## config.mk

```make
export PLATFORM = sky130hd
export DESIGN_NAME = cfe_ctrl
export DESIGN_NICKNAME = d
export VERILOG_FILES = /design/src/rtl/core/cfe_pkg.sv /design/src/rtl/core/cfe_ctrl.sv
export SDC_FILE = /design/constraint.sdc
export NUM_CORES = 1
export LEC_CHECK = 0
export ABC_AREA = 1
export BUFFER_PORTS_ARGS = -buffer_cell sky130_fd_sc_hd__buf_2
export CAP_MARGIN = 20
export CORE_AREA = 4 4 50 52
export CTS_CLUSTER_DIAMETER = 100
export DETAILED_ROUTE_END_ITERATION = 7
export DIE_AREA = 0 0 54 56
export PLACE_DENSITY = 0.63
export SETUP_SLACK_MARGIN = 0.1
export SYNTH_ARGS = -nofsm -noshare
export SYNTH_HDL_FRONTEND = slang
export SYNTH_SLANG_ARGS = --single-unit
```

## constraint.sdc

```tcl
create_clock -name clk -period 1.8 [get_ports clk]
set_input_delay 0.36 -clock clk [delete_from_list [all_inputs] [get_ports clk]]
set_output_delay 0.36 -clock clk [all_outputs]
set_load 0.02 [all_outputs]
```

## src/rtl/core/cfe_pkg.sv

```systemverilog
// Shared types, constants and helpers for the clipped rectangle fill engine.
package cfe_pkg;

	localparam int SCREEN_WIDTH  = 160;
	localparam int SCREEN_HEIGHT = 128;
	localparam int PIXELS        = SCREEN_WIDTH * SCREEN_HEIGHT;
	localparam int COL_W         = $clog2(SCREEN_WIDTH);
	localparam int ROW_W         = $clog2(SCREEN_HEIGHT);
	localparam int ADDR_W        = $clog2(PIXELS);
	localparam int CLIP_W        = 16;

	localparam int PERMILLE_FULL = 1000;
	localparam int PM_W          = 10;
	localparam int SPAN_W        = 11;
	localparam int PROD_W        = SPAN_W + PM_W;
	localparam int RECIP_SHIFT   = 30;
	localparam int RECIP_W       = 21;
	localparam int RECIP         = ((2 ** RECIP_SHIFT) + PERMILLE_FULL - 1) / PERMILLE_FULL;

	localparam logic [2:0] KIND_FILL_SCREEN = 3'd0;
	localparam logic [2:0] KIND_FILL_RECT   = 3'd1;
	localparam logic [2:0] KIND_OUTLINE     = 3'd2;
	localparam logic [2:0] KIND_PROGRESS    = 3'd3;
	localparam logic [2:0] KIND_READ        = 3'd4;

	typedef struct packed {
		logic [2:0]         kind;
		logic signed [11:0] pos_x;
		logic signed [11:0] pos_y;
		logic signed [11:0] rect_width;
		logic signed [11:0] rect_height;
		logic [9:0]         fill_permille;
		logic [15:0]        fg_color;
		logic [15:0]        bg_color;
	} cmd_t;

	typedef struct packed {
		logic [15:0] pixel_value;
		logic        drew_nothing;
	} result_t;

	typedef enum logic [3:0] {
		BOX_NONE,
		BOX_CLEAR,
		BOX_FULL,
		BOX_MAIN,
		BOX_TOP,
		BOX_BOTTOM,
		BOX_LEFT,
		BOX_RIGHT,
		BOX_BAR
	} box_t;

	typedef enum logic [2:0] {
		ST_LOAD,
		ST_RUN,
		ST_IDLE,
		ST_READ,
		ST_READ_CAP,
		ST_DONE
	} state_t;

	typedef struct packed {
		logic latch;
		logic box_load;
		logic box_step;
		logic rd_issue;
		logic rd_capture;
		box_t box;
	} dp_cmd_t;

	typedef struct packed {
		logic box_empty;
		logic box_last;
	} dp_stat_t;

	function automatic box_t next_box(box_t b, logic [2:0] kind);
		box_t n;
		case (b)
			BOX_MAIN:   n = (kind == KIND_PROGRESS) ? BOX_BAR : BOX_NONE;
			BOX_TOP:    n = BOX_BOTTOM;
			BOX_BOTTOM: n = BOX_LEFT;
			BOX_LEFT:   n = BOX_RIGHT;
			default:    n = BOX_NONE;
		endcase
		return n;
	endfunction

endpackage

```

## src/rtl/core/cfe_ctrl.sv

```systemverilog
// Command sequencer: walks the strips of each command and the clearing pass.
module cfe_ctrl (
	input  logic              clk,
	input  logic              arst_n,
	input  logic              start,
	input  logic [2:0]        kind,
	input  cfe_pkg::dp_stat_t dp_stat,
	output cfe_pkg::dp_cmd_t  dp_cmd,
	output logic              busy,
	output logic              done
);

	cfe_pkg::state_t state_q, state_d;
	cfe_pkg::box_t   box_q, box_d, box_nx;
	cfe_pkg::state_t fin_state;
	logic [2:0]      kind_q, kind_d;

	always_ff @(posedge clk or negedge arst_n) begin
		if (!arst_n) begin
			state_q <= cfe_pkg::ST_LOAD;
			box_q   <= cfe_pkg::BOX_CLEAR;
			kind_q  <= cfe_pkg::KIND_FILL_SCREEN;
		end else begin
			state_q <= state_d;
			box_q   <= box_d;
			kind_q  <= kind_d;
		end
	end

	always_comb begin
		dp_cmd    = '0;
		state_d   = state_q;
		box_d     = box_q;
		kind_d    = kind_q;
		busy      = 1'b1;
		done      = 1'b0;
		box_nx    = cfe_pkg::next_box(box_q, kind_q);
		fin_state = (box_q == cfe_pkg::BOX_CLEAR) ? cfe_pkg::ST_IDLE : cfe_pkg::ST_DONE;
		case (state_q)
			cfe_pkg::ST_IDLE: begin
				busy = 1'b0;
				if (start) begin
					dp_cmd.latch = 1'b1;
					kind_d       = kind;
					case (kind)
						cfe_pkg::KIND_FILL_SCREEN: begin
							box_d   = cfe_pkg::BOX_FULL;
							state_d = cfe_pkg::ST_LOAD;
						end
						cfe_pkg::KIND_FILL_RECT, cfe_pkg::KIND_PROGRESS: begin
							box_d   = cfe_pkg::BOX_MAIN;
							state_d = cfe_pkg::ST_LOAD;
						end
						cfe_pkg::KIND_OUTLINE: begin
							box_d   = cfe_pkg::BOX_TOP;
							state_d = cfe_pkg::ST_LOAD;
						end
						cfe_pkg::KIND_READ: state_d = cfe_pkg::ST_READ;
						default:            state_d = cfe_pkg::ST_DONE;
					endcase
				end
			end
			cfe_pkg::ST_LOAD: begin
				dp_cmd.box_load = 1'b1;
				dp_cmd.box      = box_q;
				if (dp_stat.box_empty) begin
					box_d = box_nx;
					if (box_nx == cfe_pkg::BOX_NONE) state_d = fin_state;
				end else begin
					state_d = cfe_pkg::ST_RUN;
				end
			end
			cfe_pkg::ST_RUN: begin
				dp_cmd.box_step = 1'b1;
				if (dp_stat.box_last) begin
					box_d   = box_nx;
					state_d = (box_nx == cfe_pkg::BOX_NONE) ? fin_state : cfe_pkg::ST_LOAD;
				end
			end
			cfe_pkg::ST_READ: begin
				dp_cmd.rd_issue = 1'b1;
				state_d         = cfe_pkg::ST_READ_CAP;
			end
			cfe_pkg::ST_READ_CAP: begin
				dp_cmd.rd_capture = 1'b1;
				state_d           = cfe_pkg::ST_DONE;
			end
			cfe_pkg::ST_DONE: begin
				done    = 1'b1;
				state_d = cfe_pkg::ST_IDLE;
			end
			default: state_d = cfe_pkg::ST_IDLE;
		endcase
	end

endmodule

```

## After elaboration in Yosys (flattened, before gate mapping)

Cells that the tools add are included.

- Bits in registers: 10
- Latch bits: 0
- RAM bits: 0
- Memory bits (read-only): 0
- Output and inout bits: 11
- Memories kept: 0

- Add/sub/neg operators: 0
- $mul: 0
- Div/mod/pow operators: 0
- $lt $le $gt $ge: 0
- Eq/ne operators: 20
- Shift-type cells: 0
- Mux-type cells: 24
- Bitwise operators: 0
- Reductions and logical operators: 9

Operators with widths:

| operator | count |
|---|---|
| 4-bit one-hot mux with 3 select lines | 2 |
| 4-bit two-way mux | 5 |
| 3-bit two-way mux | 6 |
| 4-bit one-hot mux with 4 select lines | 1 |
| 3-bit by 2-bit == test with 1-bit output, second input constant | 5 |
| 3-bit one-hot mux with 5 select lines | 1 |
| 4-bit by 3-bit == test with 1-bit output, second input constant | 3 |
| 3-bit == test, second input constant | 3 |
| 1-bit two-way mux | 8 |
| 3-bit by 1-bit == test with 1-bit output, second input constant | 2 |
| 3-bit logical NOT | 2 |
| 2-bit != test, second input constant | 3 |
| 3-bit one-hot mux with 2 select lines | 1 |
| 5-bit AND reduction | 1 |
| 4-bit by 1-bit == test with 1-bit output, second input constant | 1 |
| 4-bit by 2-bit == test with 1-bit output, second input constant | 1 |
| 4-bit logical NOT | 1 |
| 4-bit by 1-bit != test with 1-bit output, second input constant | 1 |
| 4-bit OR reduction | 1 |
| 3-bit != test, second input constant | 1 |
| 3-bit AND reduction | 1 |
| 3-bit nonzero test | 1 |
| 2-bit AND reduction | 1 |
| 2-bit OR reduction | 1 |

## Longest topological paths before layout

- Word-level depth: 7
- Mapped depth: 9
- Gate-level depth less buffers: 9

## Worst setup path after synthesis

OpenSTA, ideal clock, no wires.

- Path type: register -> output
- Start point: register state_q[2]
- End point: output dp_cmd[0] (netlist bit)
- Arrival time: 1059 ps
- Data required time: 1440 ps
- Path slack: 381 ps
- Stages on the path, launching flop included: 4
- Buffers on the path: 0
- Cell sequence: dfrtp_1 nor2_4 nand2_2 nor2_1

RTL lines:

| item | line | RTL |
|---|---|---|
| start: declaration | cfe_ctrl.sv:13 | `cfe_pkg::state_t state_q, state_d;` |
| start signal: assignment | cfe_ctrl.sv:20 | `state_q <= cfe_pkg::ST_LOAD;` |
| start signal: assignment | cfe_ctrl.sv:24 | `state_q <= state_d;` |
| end: declaration | cfe_ctrl.sv:8 | `output cfe_pkg::dp_cmd_t dp_cmd,` |

==> flow_summary_export.csv <==
group,metric,value,unit
floorplanning,die_h,56,um
pwr,sequentialPowerShare,27.7,%
yosys,synth-seq-area-share,32.84,%
hold_path,min_path_cells,4,
yosys,synthSimpleGateAreaFrac,44.28,%
placement,dp_hpwl,1540,um
floorplanning,rows,17,
timing,finalSetupViolations,0,
layout,fin_cells,173,
critical_path,worst_setup_path_start_kind,"flip-flop",
critical_path,r2r-end,"box_q[3]$_DFFE_PN0P_",
clock_network,clock_sink_count,10,
routing,vias,819,
pwr,power_frac_comb,60.0,%
hold_path,min_to,"state_q[0]$_DFFE_PN0P_",
yosys,syn_inst,119,
pwr,p_sw_share,50.64,%
floorplanning,core-area,2106,um^2
routing,route.layer.met1.wl,797,um
timing,max_clock_freq,0.6193,GHz
run_status,status,"finished clean",
layout,diodes,0,
clock_network,tritoncts,"built",
timing,finalSetupTns,0,ns
layout,design_area,968.4,um^2
routing,antenna_left,0,
routing,drtIter0Drc,11,
pwr,power.internal,808.8,uW
yosys,yosysTopAreaCellShare,29.41,%
pwr,p_clk_share,12.3,%
critical_path,cp_data_required_time,1.44,ns
yosys,synth_top_area_cell,"dfrtp_1",
floorplanning,pin_count,19,
layout,layout_commonest_cell,"nand2_1",
timing,rsz0062_at_grt,"false",
timing,hold_viol_final,0,
layout,seqCellArea,255.2,um^2
clock_network,cts.clk_slew.worst_paths,0.06,ns
clock_network,htreeDepth,1,
routing,drc,0,
yosys,yosys-mux-area-fraction,0,%
yosys,yosysUniqueCellTypes,22,
routing,drt_wl_total,1829,um
yosys,synth-seq-cells,10,
critical_path,endpoint_kind,"primary output",
critical_path,crit_arrival,1.25,ns
floorplanning,initial_core_util,36.36,%
placement,io_buffers,18,
timing,finalMaxSlewViolations,0,
global_routing,grt_pass1_wl,2994,um
yosys,ys_top_cells_by_area,"dfrtp_1, nand2_1, nor2_1",
critical_path,critical_path_class,"reg2out",
global_routing,track_usage,13.04,%
pwr,power_density,1692,nW/um^2
global_routing,antenna_found_initial,0,
clock_network,cts_root_buffer,"clkbuf_4",
clock_network,cts_buffers,3,
hold_path,min-delay-path-class,"in2reg",
global_routing,grt_pass1_vias,744,
global_routing,gr-total-overflow,0,
placement,dp_cells,165,
floorplanning,die_w,54,um
routing,wl_per_cell,10.57,um
critical_path,cpPeakStageDelay,0.46,ns
yosys,synth_top_family_by_area,"simple AND/OR/NAND/NOR gates",
yosys,syn_avg_cell_area,6.435,um^2
layout,final_net_count,154,
placement,gp_congestion,0.8852,
layout,multi_input_area,439.2,um^2
routing,wl_met2,918,um
routing,wl_met3,94,um
critical_path,cp_num_buf_inv,2,
routing,vias_per_cell,4.734,
pwr,peakVddDrop,1.042,mV
floorplanning,dieArea,3024,um^2
placement,placed_cell_area,890.9,um^2
critical_path,timing.rr.start,"state_q[1]$_DFFE_PN0P_",
global_routing,grt_max_degree,11,
layout,area_delta_synth_final,26.47,%
yosys,synth_compound_area_share,13.07,%
pwr,power_switching,829.6,uW
critical_path,r2r_cells,7,
pwr,leakage,0.0005447,uW
routing,highest_layer,"met4",
timing,fin_skew,0.0007349,ns
layout,mostFrequentLayoutCells,"nand2_1, nor2_1, buf_2",
clock_network,clk_latency,0.27,ns
yosys,yosys_warnings,0,
timing,slew_headroom,81.81,%
routing,dr.pass1.iters,4,
hold_path,hold_start,"dp_stat[0]",
layout,nFillCells,221,
critical_path,cpLargestDelayFamily,"flip-flops",
flow_run,max-cap-violations,0,
critical_path,slowest_stage,"dfrtp_2",
timing,worst_slew_pin_slew,0.2728,ns
clock_network,clockBufferDepth,2,
yosys,yosys.area_share.adder,0,%
critical_path,path_cells,"nor3_4 -> inv_2 -> nor2_4 -> buf_4",
yosys,synth_xor_xnor_area_share,0,%
critical_path,crit_fanout,5,
yosys,syn_nets,127,
timing,post-route-min-period,1.615,ns
critical_path,reg2reg_slack,0.46,ns
layout,drive_gt1_share,32.41,%
timing,fin_crit_sh,89.71,%
yosys,synth.cell_area,765.7,um^2
[worst reg2reg max path, stage by stage (launching register included)]
cell and delay, ns:
dfrtp_2 0.45, inv_2 0.10, nor3_4 0.04, buf_4 0.15, nand2_2 0.09, nand3_2 0.14
o21ai_0 0.19, nand2_1 0.07
[routing by layer]
layer  track usage (%)  up-vias
met5                 0        -
met4             3.203        0
met2             20.76       18
li1                  -      428
met3             4.826        2
met1             16.31      371
[cell families after synthesis]
group	after synthesis
AO/OA/AOI/OAI	17
buffers and inverters	20
flip-flops	10
AND/OR/NAND/NOR	72
[worst max path at each step]
| stage | startpoint | end | slack [ns] | cells past startpoint |
|---|---|---|---|---|
| after floorplan | state_q[2]$_DFFE_PN0P_ | dp_cmd[0] | 0.38 | 3 |
| after global placement | state_q[1]$_DFFE_PN0P_ | dp_cmd[8] | 0.33 | 5 |
| after detailed placement | state_q[1]$_DFFE_PN0P_ | dp_cmd[8] | 0.29 | 5 |
| after CTS | state_q[1]$_DFFE_PN0P_ | dp_cmd[8] | 0.11 | 5 |
| after global routing | state_q[2]$_DFFE_PN0P_ | dp_cmd[8] | 0.11 | 4 |
| final | state_q[2]$_DFFE_PN0P_ | dp_cmd[8] | 0.19 | 4 |
[layout make-up]
cell class | instances | share of cell area (%)
repair buffers | 22 | 13.18
well taps | 28 | 3.618
flip-flops and latches | 10 | 26.36
multi-input cells | 89 | 45.35
inverters | 20 | 7.752
clock buffers | 4 | 3.747
[power groups by stage]
stage	registers, uW	clock network (uW)	logic [uW]
floorplan	424	0	726
global placement	444	0	922
detailed placement	450	0	935
CTS	449	209	968
global route	467	218	1110
finish	454	201	983
[synthesized netlist by cell type, drive strengths merged]
master  count
o31ai       1
nand2      40
nor3        5
inv        19
a21boi      1
o21ai      11
o211ai      1
a21oi       3
dfrtp       9
nand4       2
clkinv      1
nor2       20
nand3       5
dfstp       1
[metrics by stage]
step | utilization, % | power (uW) | hold slack (ns) | setup slack [ns]
2_1_floorplan | - | 1151 | 0.06441 | 0.3807
3_3_place_gp | 42.31 | 1366 | 0.2332 | 0.3336
3_5_place_dp | 42.31 | 1386 | 0.2313 | 0.2878
4_1_cts | 45.28 | 1626 | 0.3783 | 0.1134
5_1_grt | 45.99 | 1792 | 0.3942 | 0.1124
6_report | 45.99 | 1638 | 0.3832 | 0.1853
[repair_timing]
| item | in CTS | in global routing |
|---|---|---|
| hold buffers | 1 | 0 |
| endpoints found under the setup margin | 7 | 5 |
| endpoints found under the hold margin | 9 | 0 |
| gates resized for setup | 1 | 4 |
| buffers inserted | 2 | 1 |
| pin swaps | 2 | 1 |
[sequential cells by signal, summed over array words and instances, names as in the netlist]
register  count
kind_q        3
state_q       3
box_q         4
(Power assumes the default switching activity.)
